### src/sv/cle_pkg.sv
// ----------------------------------------------------------------------------
// Console line editor package
// Shared request codes, character constants, queue entry type and the
// character filter used by the line editor blocks.
// ----------------------------------------------------------------------------
package cle_pkg;

  localparam int unsigned DEF_LINE_DEPTH = 128;
  localparam int unsigned QUEUE_DEPTH    = 4;

  localparam logic [7:0]  CH_BS     = 8'd8;
  localparam logic [7:0]  CH_CR     = 8'd13;
  localparam logic [7:0]  CH_SPACE  = 8'd32;
  localparam logic [7:0]  CH_ZERO   = 8'd48;
  localparam logic [7:0]  CH_NINE   = 8'd57;
  localparam logic [7:0]  CH_UP_A   = 8'd65;
  localparam logic [7:0]  CH_UP_Z   = 8'd90;
  localparam logic [7:0]  CH_LO_A   = 8'd97;
  localparam logic [7:0]  CH_LO_Z   = 8'd122;

  localparam logic [15:0] CURSOR_MAX = 16'hFFFF;

  localparam logic [1:0]  ERASE_STEP_SPACE = 2'd1;
  localparam logic [1:0]  ERASE_STEP_LAST  = 2'd2;

  typedef enum logic [1:0] {
    REQ_BYTE     = 2'd0,
    REQ_ACTIVATE = 2'd1,
    REQ_READ     = 2'd2
  } req_e;

  typedef enum logic [1:0] {
    ECHO_NONE  = 2'd0,
    ECHO_ONE   = 2'd1,
    ECHO_ERASE = 2'd2
  } echo_e;

  typedef struct packed {
    echo_e      kind;
    logic [7:0] echo_char;
    logic [7:0] read_data;
    logic [6:0] line_length;
    logic       line_complete;
    logic       overflow_cleared;
    logic       byte_accepted;
  } qent_t;

  function automatic logic passes_filter(input logic [7:0] b);
    logic ok;
    ok = ((b >= CH_UP_A) && (b <= CH_UP_Z)) ||
         ((b >= CH_LO_A) && (b <= CH_LO_Z)) ||
         ((b >= CH_ZERO) && (b <= CH_NINE)) ||
         (b == CH_CR) || (b == CH_BS) || (b == CH_SPACE);
    return ok;
  endfunction

endpackage

### src/sv/cle_ram.sv
// ----------------------------------------------------------------------------
// Generic RAM
// One write port and one read port with registered read data.
// ----------------------------------------------------------------------------
module cle_ram #(
  parameter int unsigned WIDTH = 8,
  parameter int unsigned DEPTH = 128,
  localparam int unsigned AW   = (DEPTH > 1) ? $clog2(DEPTH) : 1
) (
  input  logic             clk_i,
  input  logic             we_i,
  input  logic [AW-1:0]    waddr_i,
  input  logic [WIDTH-1:0] wdata_i,
  input  logic             re_i,
  input  logic [AW-1:0]    raddr_i,
  output logic [WIDTH-1:0] rdata_o
);

  logic [WIDTH-1:0] mem_q [DEPTH];
  logic [WIDTH-1:0] rdata_q;

  always_ff @(posedge clk_i) begin
    if (we_i) begin
      mem_q[waddr_i] <= wdata_i;
    end
    if (re_i) begin
      rdata_q <= mem_q[raddr_i];
    end
  end

  assign rdata_o = rdata_q;

endmodule

### src/sv/cle_front.sv
// ----------------------------------------------------------------------------
// Console line editor front end
// Accepts requests, filters bytes, updates the line state and the line store,
// and hands one classified entry per request to the result queue.
// ----------------------------------------------------------------------------
module cle_front #(
  parameter int unsigned LINE_DEPTH = cle_pkg::DEF_LINE_DEPTH,
  localparam int unsigned QLW       = $clog2(cle_pkg::QUEUE_DEPTH + 1)
) (
  input  logic            clk_i,
  input  logic            rst_ni,
  input  logic            in_valid_i,
  output logic            in_stall_o,
  input  logic [1:0]      req_type_i,
  input  logic [7:0]      rx_byte_i,
  input  logic            echo_mode_i,
  input  logic [6:0]      read_index_i,
  input  logic [QLW-1:0]  q_level_i,
  output logic            push_o,
  output cle_pkg::qent_t  push_ent_o
);

  import cle_pkg::*;

  localparam int unsigned AW  = $clog2(LINE_DEPTH);
  localparam int unsigned CW  = $clog2(LINE_DEPTH + 1);
  localparam int unsigned LW  = (CW > 7) ? CW : 7;

  logic [CW-1:0] wp_q, wp_d, hw_q, hw_d, wp_inc;
  logic [15:0]   cur_q, cur_d;
  logic          act_q, act_d, enter_q, enter_d, echo_q, echo_d;
  logic          s1_v_q, s1_hit_q, s1_hit_d;
  qent_t         s1_ent_q, s1_ent_d;
  logic          accept, take, is_bs, is_cr, ovf;
  logic [QLW:0]  in_flight;
  logic [LW-1:0] wp_ext, ri_ext, hw_ext;
  logic [7:0]    rdata;
  echo_e         kind;

  assign in_flight  = {1'b0, q_level_i} + (QLW + 1)'(s1_v_q);
  assign in_stall_o = in_flight >= (QLW + 1)'(QUEUE_DEPTH);
  assign accept     = in_valid_i && !in_stall_o;

  assign is_bs  = rx_byte_i == CH_BS;
  assign is_cr  = rx_byte_i == CH_CR;
  assign take   = accept && (req_type_i == REQ_BYTE) && act_q && !enter_q &&
                  passes_filter(rx_byte_i);
  assign wp_inc = wp_q + CW'(1);
  assign ovf    = take && !is_bs && (wp_inc == CW'(LINE_DEPTH));
  assign ri_ext = LW'(read_index_i);
  assign hw_ext = LW'(hw_q);

  always_comb begin
    wp_d    = wp_q;
    hw_d    = hw_q;
    cur_d   = cur_q;
    act_d   = act_q;
    enter_d = enter_q;
    echo_d  = echo_q;
    kind    = ECHO_NONE;
    if (accept && (req_type_i == REQ_ACTIVATE)) begin
      wp_d    = '0;
      hw_d    = '0;
      cur_d   = '0;
      act_d   = 1'b1;
      enter_d = 1'b0;
      echo_d  = echo_mode_i;
    end else if (ovf) begin
      wp_d = '0;
      hw_d = '0;
    end else if (take) begin
      if (wp_inc > hw_q) begin
        hw_d = wp_inc;
      end
      if (is_bs) begin
        wp_d = (wp_q == '0) ? '0 : wp_q - CW'(1);
      end else begin
        wp_d = wp_inc;
      end
      if (is_cr) begin
        enter_d = 1'b1;
      end
      if (echo_q) begin
        if (is_bs && (cur_q != '0)) begin
          kind  = ECHO_ERASE;
          cur_d = cur_q - 16'd1;
        end else if (!is_bs && !is_cr) begin
          kind = ECHO_ONE;
          if (cur_q != CURSOR_MAX) begin
            cur_d = cur_q + 16'd1;
          end
        end
      end
    end
  end

  assign wp_ext = LW'(wp_d);
  assign s1_hit_d = (req_type_i == REQ_READ) && (ri_ext < hw_ext);

  always_comb begin
    s1_ent_d                  = '0;
    s1_ent_d.kind             = kind;
    s1_ent_d.echo_char        = (kind == ECHO_ONE) ? rx_byte_i : 8'd0;
    s1_ent_d.line_length      = wp_ext[6:0];
    s1_ent_d.line_complete    = enter_d;
    s1_ent_d.overflow_cleared = ovf;
    s1_ent_d.byte_accepted    = take;
  end

  cle_ram #(
    .WIDTH (8),
    .DEPTH (LINE_DEPTH)
  ) u_store (
    .clk_i   (clk_i),
    .we_i    (take),
    .waddr_i (wp_q[AW-1:0]),
    .wdata_i (rx_byte_i),
    .re_i    (accept),
    .raddr_i (AW'(read_index_i)),
    .rdata_o (rdata)
  );

  always_ff @(posedge clk_i or negedge rst_ni) begin
    if (!rst_ni) begin
      wp_q    <= '0;
      hw_q    <= '0;
      cur_q   <= '0;
      act_q   <= 1'b0;
      enter_q <= 1'b0;
      echo_q  <= 1'b0;
      s1_v_q  <= 1'b0;
    end else begin
      wp_q    <= wp_d;
      hw_q    <= hw_d;
      cur_q   <= cur_d;
      act_q   <= act_d;
      enter_q <= enter_d;
      echo_q  <= echo_d;
      s1_v_q  <= accept;
    end
  end

  always_ff @(posedge clk_i) begin
    if (accept) begin
      s1_ent_q <= s1_ent_d;
      s1_hit_q <= s1_hit_d;
    end
  end

  always_comb begin
    push_ent_o           = s1_ent_q;
    push_ent_o.read_data = s1_hit_q ? rdata : 8'd0;
  end
  assign push_o = s1_v_q;

  a_wp_in_range: assert property (@(posedge clk_i) disable iff (!rst_ni)
    wp_q < CW'(LINE_DEPTH))
    else $error("write position reached the store depth");

  a_fill_covers_wp: assert property (@(posedge clk_i) disable iff (!rst_ni)
    hw_q >= wp_q)
    else $error("fill count below write position");

endmodule

### src/sv/cle_queue.sv
// ----------------------------------------------------------------------------
// Console line editor result queue
// Short FIFO of classified requests between the front end and the back end.
// ----------------------------------------------------------------------------
module cle_queue #(
  localparam int unsigned QLW = $clog2(cle_pkg::QUEUE_DEPTH + 1)
) (
  input  logic            clk_i,
  input  logic            rst_ni,
  input  logic            push_i,
  input  cle_pkg::qent_t  push_ent_i,
  input  logic            pop_i,
  output cle_pkg::qent_t  head_o,
  output logic            nonempty_o,
  output logic [QLW-1:0]  level_o
);

  import cle_pkg::*;

  localparam int unsigned PW = $clog2(QUEUE_DEPTH);

  qent_t          ent_q [QUEUE_DEPTH];
  logic [PW-1:0]  rd_q, wr_q;
  logic [QLW-1:0] cnt_q;

  always_ff @(posedge clk_i or negedge rst_ni) begin
    if (!rst_ni) begin
      rd_q  <= '0;
      wr_q  <= '0;
      cnt_q <= '0;
    end else begin
      if (push_i) begin
        wr_q <= wr_q + PW'(1);
      end
      if (pop_i) begin
        rd_q <= rd_q + PW'(1);
      end
      unique case ({push_i, pop_i})
        2'b10:   cnt_q <= cnt_q + QLW'(1);
        2'b01:   cnt_q <= cnt_q - QLW'(1);
        default: cnt_q <= cnt_q;
      endcase
    end
  end

  always_ff @(posedge clk_i) begin
    if (push_i) begin
      ent_q[wr_q] <= push_ent_i;
    end
  end

  assign head_o     = ent_q[rd_q];
  assign nonempty_o = cnt_q != '0;
  assign level_o    = cnt_q;

  a_no_overrun: assert property (@(posedge clk_i) disable iff (!rst_ni)
    push_i && !pop_i |-> cnt_q < QLW'(QUEUE_DEPTH))
    else $error("push into a full queue");

endmodule

### src/sv/cle_back.sv
// ----------------------------------------------------------------------------
// Console line editor back end
// Expands each queued request into one or three results and holds them in
// the output register until taken.
// ----------------------------------------------------------------------------
module cle_back (
  input  logic            clk_i,
  input  logic            rst_ni,
  input  cle_pkg::qent_t  head_i,
  input  logic            nonempty_i,
  output logic            pop_o,
  output logic            out_valid_o,
  input  logic            out_stall_i,
  output logic            echo_valid_o,
  output logic [7:0]      echo_char_o,
  output logic [7:0]      read_data_o,
  output logic [6:0]      line_length_o,
  output logic            line_complete_o,
  output logic            overflow_cleared_o,
  output logic            byte_accepted_o,
  output logic            last_o
);

  import cle_pkg::*;

  logic       valid_q, valid_d, load, fin;
  logic [1:0] step_q, step_d;
  qent_t      ent_q;
  logic       ev_q, ev_d, last_q, last_d;
  logic [7:0] ec_q, ec_d;

  assign load = !valid_q || !out_stall_i;
  assign fin  = (head_i.kind != ECHO_ERASE) || (step_q == ERASE_STEP_LAST);

  always_comb begin
    valid_d = valid_q;
    step_d  = step_q;
    pop_o   = 1'b0;
    ev_d    = head_i.kind != ECHO_NONE;
    last_d  = fin;
    unique case (head_i.kind)
      ECHO_ONE:   ec_d = head_i.echo_char;
      ECHO_ERASE: ec_d = (step_q == ERASE_STEP_SPACE) ? CH_SPACE : CH_BS;
      default:    ec_d = 8'd0;
    endcase
    if (load) begin
      valid_d = nonempty_i;
      if (nonempty_i) begin
        pop_o  = fin;
        step_d = fin ? 2'd0 : step_q + 2'd1;
      end
    end
  end

  always_ff @(posedge clk_i or negedge rst_ni) begin
    if (!rst_ni) begin
      valid_q <= 1'b0;
      step_q  <= '0;
    end else begin
      valid_q <= valid_d;
      step_q  <= step_d;
    end
  end

  always_ff @(posedge clk_i) begin
    if (load && nonempty_i) begin
      ent_q  <= head_i;
      ev_q   <= ev_d;
      ec_q   <= ec_d;
      last_q <= last_d;
    end
  end

  assign out_valid_o        = valid_q;
  assign echo_valid_o       = ev_q;
  assign echo_char_o        = ec_q;
  assign read_data_o        = ent_q.read_data;
  assign line_length_o      = ent_q.line_length;
  assign line_complete_o    = ent_q.line_complete;
  assign overflow_cleared_o = ent_q.overflow_cleared;
  assign byte_accepted_o    = ent_q.byte_accepted;
  assign last_o             = last_q;

  a_only_erase_splits: assert property (@(posedge clk_i) disable iff (!rst_ni)
    out_valid_o && !last_o |-> echo_valid_o && byte_accepted_o)
    else $error("non-final result without an erase echo");

  a_pop_on_final: assert property (@(posedge clk_i) disable iff (!rst_ni)
    pop_o |-> nonempty_i && fin)
    else $error("queue popped before the last result");

endmodule

### src/sv/console_line_editor.sv
// ----------------------------------------------------------------------------
// Console line editor
// Results pass the front-end stage register, the result queue and the back-end
// output register. One result per cycle while the output is not stalled; a
// request gives one result, an erased character with echo gives three.
// Reset clears all control state; the line store needs no clearing pass,
// since a fill count marks which entries have been written.
// ----------------------------------------------------------------------------
module console_line_editor #(
  parameter int unsigned LINE_DEPTH = cle_pkg::DEF_LINE_DEPTH
) (
  input  logic       clk_i,
  input  logic       rst_ni,
  input  logic       in_valid_i,
  output logic       in_stall_o,
  input  logic [1:0] req_type_i,
  input  logic [7:0] rx_byte_i,
  input  logic       echo_mode_i,
  input  logic [6:0] read_index_i,
  output logic       out_valid_o,
  input  logic       out_stall_i,
  output logic       echo_valid_o,
  output logic [7:0] echo_char_o,
  output logic [7:0] read_data_o,
  output logic [6:0] line_length_o,
  output logic       line_complete_o,
  output logic       overflow_cleared_o,
  output logic       byte_accepted_o,
  output logic       last_o
);

  import cle_pkg::*;

  localparam int unsigned QLW = $clog2(QUEUE_DEPTH + 1);

  logic           push, pop, nonempty;
  qent_t          push_ent, head;
  logic [QLW-1:0] level;

  cle_front #(
    .LINE_DEPTH (LINE_DEPTH)
  ) u_front (
    .clk_i        (clk_i),
    .rst_ni       (rst_ni),
    .in_valid_i   (in_valid_i),
    .in_stall_o   (in_stall_o),
    .req_type_i   (req_type_i),
    .rx_byte_i    (rx_byte_i),
    .echo_mode_i  (echo_mode_i),
    .read_index_i (read_index_i),
    .q_level_i    (level),
    .push_o       (push),
    .push_ent_o   (push_ent)
  );

  cle_queue u_queue (
    .clk_i      (clk_i),
    .rst_ni     (rst_ni),
    .push_i     (push),
    .push_ent_i (push_ent),
    .pop_i      (pop),
    .head_o     (head),
    .nonempty_o (nonempty),
    .level_o    (level)
  );

  cle_back u_back (
    .clk_i              (clk_i),
    .rst_ni             (rst_ni),
    .head_i             (head),
    .nonempty_i         (nonempty),
    .pop_o              (pop),
    .out_valid_o        (out_valid_o),
    .out_stall_i        (out_stall_i),
    .echo_valid_o       (echo_valid_o),
    .echo_char_o        (echo_char_o),
    .read_data_o        (read_data_o),
    .line_length_o      (line_length_o),
    .line_complete_o    (line_complete_o),
    .overflow_cleared_o (overflow_cleared_o),
    .byte_accepted_o    (byte_accepted_o),
    .last_o             (last_o)
  );

endmodule
### config.mk
export PLATFORM = sky130hd
export DESIGN_NAME = console_line_editor
export DESIGN_NICKNAME = d
export VERILOG_FILES = /design/src/sv/cle_pkg.sv /design/src/sv/cle_ram.sv /design/src/sv/cle_front.sv /design/src/sv/cle_queue.sv /design/src/sv/cle_back.sv /design/src/sv/console_line_editor.sv
export SDC_FILE = /design/constraint.sdc
export NUM_CORES = 1
export LEC_CHECK = 0
export BUFFER_PORTS_ARGS = -buffer_cell sky130_fd_sc_hd__clkbuf_2
export CAP_MARGIN = 25
export CELL_PAD_IN_SITES_DETAIL_PLACEMENT = 1
export CELL_PAD_IN_SITES_GLOBAL_PLACEMENT = 1
export CORE_MARGIN = 2
export CORE_UTILIZATION = 53
export CTS_BUF_LIST = sky130_fd_sc_hd__clkbuf_4
export CTS_CLUSTER_SIZE = 25
export DETAILED_ROUTE_END_ITERATION = 6
export HOLD_SLACK_MARGIN = 0.08
export PLACE_DENSITY_LB_ADDON = 0.1
export SYNTH_ARGS = -nofsm -noshare
export SYNTH_HDL_FRONTEND = slang
export SYNTH_HIERARCHICAL = 1
export SYNTH_SLANG_ARGS = --single-unit
### constraint.sdc
create_clock -name clk_i -period 3.1 [get_ports clk_i]
set_input_delay 0.465 -clock clk_i [delete_from_list [all_inputs] [get_ports clk_i]]
set_output_delay 0.465 -clock clk_i [all_outputs]
set_load 0.01 [all_outputs]
==> run metrics <==
status=finished clean; via-per-instance ratio=5.99; die area=95,100 µm²; Power Density=630 nW/µm²; H-tree Lvls=5; R2R Setup Slk=0.02 ns; Finished Layout Cells=4,291; sequential area share after synthesis=0.753; 1st-iter DRT viols=2,447; Sequential Area=37,000 µm²; switching portion of total power=0.240; clk_skew=0.0818 ns; Placement Setup Slack=-0.392 ns; Ys Warns=6; Worst VDD drop=352 µV; GRT Residual Overflow=0; Post-DP HPWL=79,800 µm; distinct cell type count after synthesis=66; Avg WL per Cell=28.8 µm; Final Util=0.629; Setup TNS=0 ns; Clock Path Buffers=4; crit-path cells=nor4_4 -> and4_4 -> nor2_4 -> buf_6 -> ha_4 -> a21oi_4 -> o211ai_1 -> or4_4 -> o22ai_4 -> xor2_2 -> mux2_4 -> a21o_1; top_reg_cell synth=edfxtp_1; die width=308 µm; final setup margin=0.0153 ns; slowest CP cell=or4_4; Setup-failing EPs final=0; max-slew violations=0; Mapped Avg Cell Area=21.6 µm²; Post-DRT Antenna Nets=0; dpl cell area=53,300 µm²; Worst Path Required=4.07 ns; Worst setup EP type=register; Setup crit start kind=register; Worst Hold End=u_front/u_store/rdata_o[5]; Slowest Stage Delay on Critical Path=0.52 ns; Synth Cell Area=49,100 µm²; TritonCTS buffer count=329; cell area after layout=57,700 µm²; placed cell count=3,734; fmax=324 MHz; share of power burned in registers=0.534; share of layout cells above drive strength 1=0.417; first-pass GRT wire length=184,000 µm; root buf cell=clkbuf_4; register bit count reported by yosys=1,239; multi-input logic area=11,800 µm²; Final Hold Fails=0; total number of vias=25,700; Worst Hold Class=input port to register; Max FO, Critical Path=6; vias in the first global route=27,800; asr flop ratio synth=0.0371; Post-Synthesis Cells=2,270; R2R Path End=u_front/cur_q[15]; Area Overhead vs Synth=17.5%; Register-to-Register Path Depth=12; number of port buffers=51; pin count of the biggest net entering global routing=90; share of the synthesized area in the top cell type=0.730; RSZ-0062 raised after global routing=yes; clk_lat worst skew=1.14 ns; Clk pin slew, worst setup/hold paths=0.06 ns; drt total wl=124,000 µm; Worst Hold Depth=4; area leader, netlist=edfxtp_1; Total Power=36.3 mW; Psw=8.71 mW; Max Cap Viol=0; r2r startpoint=u_front/cur_q[3]; I/O pin cnt=52; Post-route DRC=0; Initial Util=0.535; Synthesized Nets=2,336; hold_sp=read_index_i[3]; worst setup path class=register to register; min cycle time layout=3.08 ns; fillcell total=7,790; Worst Max-Slew Pin Slew=1.03 ns; area of the core=91,700 µm²; Rel. slew slack=0.313; Tot GR Track Use=0.270; power share of the clock group=0.364; WHS=0.325 ns; nets@finish=2,975; Crit path arrival time=4.05 ns; DR pass1 iterations=7; Die Span Y=308 µm; EDFF count, synth=1,193; internal power=27.6 mW; Logic pwr share=0.101; period utilization=0.995; Synth area leaders=edfxtp_1 73%, mux4_2 17%, dfrtp_1 2.3%, nor2_1 1.1%, ha_1 1.1%; TritonCTS clock tree=yes; Sink Count=1,239; GPL Wtd Cong=0.835; initial antenna violation count=3; Pleak=19.6 nW; row count=111
## power by group through the flow
| stage | combinational (mW) | sequential (mW) | clock, mW |
|---|---|---|---|
| floorplan | 2.09 | 19.8 | 0 |
| global placement | 3.54 | 19.7 | 0 |
| detailed placement | 3.67 | 19.8 | 0 |
| CTS | 3.73 | 19.4 | 13.7 |
| global route | 4.00 | 19.5 | 14.5 |
| finish | 3.68 | 19.4 | 13.2 |
## kinds of logic after synthesis
group | Yosys count | synth area share
adders and majority gates | 44 | 0.0115
other | 1 | 0.0000764
buffers and inverters | 135 | 0.0127
muxes | 376 | 0.170
DFF | 1239 | 0.753
and+or+nand+nor | 334 | 0.0327
xor gates and xnor gates | 26 | 0.00464
AOI/OAI and AO/OA | 115 | 0.0152
## metal layers
metal  global-route usage  up-vias  part of all wire
met1                0.367    13500              0.41
met3               0.0725      225             0.074
met2                0.424     1042              0.49
met5                    0        -           0.00022
met4                0.102        4             0.030
li1                     -    10900                 -
## critical path, delay by kind of cell, from the launching register on
kind / cells / cell delay [ns]
adder cells (fa/ha/maj): 1 / 0.17
AO/OA/AOI/OAI: 4 / 0.63
XOR/XNOR: 1 / 0.10
multiplexers: 1 / 0.27
flip-flops: 1 / 0.41
buffers and inverters: 1 / 0.13
AND/OR/NAND/NOR: 4 / 1.23
## registers in the layout, summed over array words and instances, names as in the netlist, 3 cells and up
register	count
u_front/wp_q	8
u_front/cur_q	16
u_front/push_ent_o	20
u_queue/ent_q	112
u_queue/level_o	3
u_back/echo_char_o	8
u_front/u_store/mem_q	1024
u_front/hw_ext	8
u_back/read_data_o	8
u_back/line_length_o	7
u_front/u_store/rdata_o	8
## cell type report
| class | count | share of cell area |
|---|---|---|
| antenna | 2 | 0.0000868 |
| clock buffer | 465 | 0.0605 |
| clock inverter | 60 | 0.00469 |
| inverter | 27 | 0.00184 |
| multi-input combinational | 896 | 0.204 |
| sequential | 1239 | 0.641 |
| tap | 1186 | 0.0257 |
| timing repair buffer | 416 | 0.0617 |
## cell usage after synthesis, types with 8 or more instances
master / count
mux2_2: 9
nor3_1: 17
clkbuf_1: 48
buf_1: 20
buf_4: 12
and2_1: 22
buf_2: 23
a22o_1: 8
nor2_1: 145
o21ai_0: 30
nor2b_1: 13
mux4_2: 364
a21oi_1: 27
dfrtp_1: 46
xor2_1: 15
and3_1: 12
nand3_1: 39
nand4_1: 9
xnor2_1: 11
nand2_1: 46
inv_1: 26
edfxtp_1: 1193
ha_1: 42
a21o_1: 12
## timing repair
action,4_1_cts,5_1_grt
cloned,0,0
hold buffers,22,0
pin swaps,4,24
buffers inserted,2,6
resized for setup,16,40
hold endpoints to repair,391,0
setup endpoints to repair,9,33
## worst max path at each step
stage | from | endpoint | slack (ns) | cells past startpoint
finish | u_front/cur_q[3] | u_front/cur_q[15] | 0.02 | 12
global placement | rx_byte_i[1] | u_front/cur_q[13] | -0.32 | 14
global route | u_front/cur_q[3] | u_front/cur_q[13] | -0.11 | 13
floorplan | rx_byte_i[1] | u_front/cur_q[15] | -0.01 | 11
detailed placement | rx_byte_i[1] | u_front/cur_q[12] | -0.39 | 13
CTS | u_front/cur_q[6] | u_front/cur_q[15] | 0.0002 | 12
## cell usage in the layout, fill, tap and decap left out, types with 8 or more instances in the layout
| master | instances |
|---|---|
| inv_1 | 26 |
| a21o_1 | 12 |
| nor2b_1 | 13 |
| dlygate4sd3_1 | 21 |
| and3_1 | 12 |
| o21ai_0 | 24 |
| buf_12 | 36 |
| a22o_1 | 8 |
| mux4_2 | 364 |
| nand4_1 | 9 |
| nand2_1 | 46 |
| buf_4 | 315 |
| clkinv_1 | 47 |
| clkbuf_4 | 465 |
| and2_1 | 21 |
| mux2_2 | 9 |
| edfxtp_1 | 1193 |
| xnor2_1 | 11 |
| clkbuf_2 | 39 |
| a21oi_1 | 22 |
| nand3_1 | 38 |
| dfrtp_1 | 45 |
| xor2_1 | 13 |
| nor3_1 | 16 |
| nor2_1 | 143 |
| ha_1 | 35 |
Power figures use the tool's default switching activity.
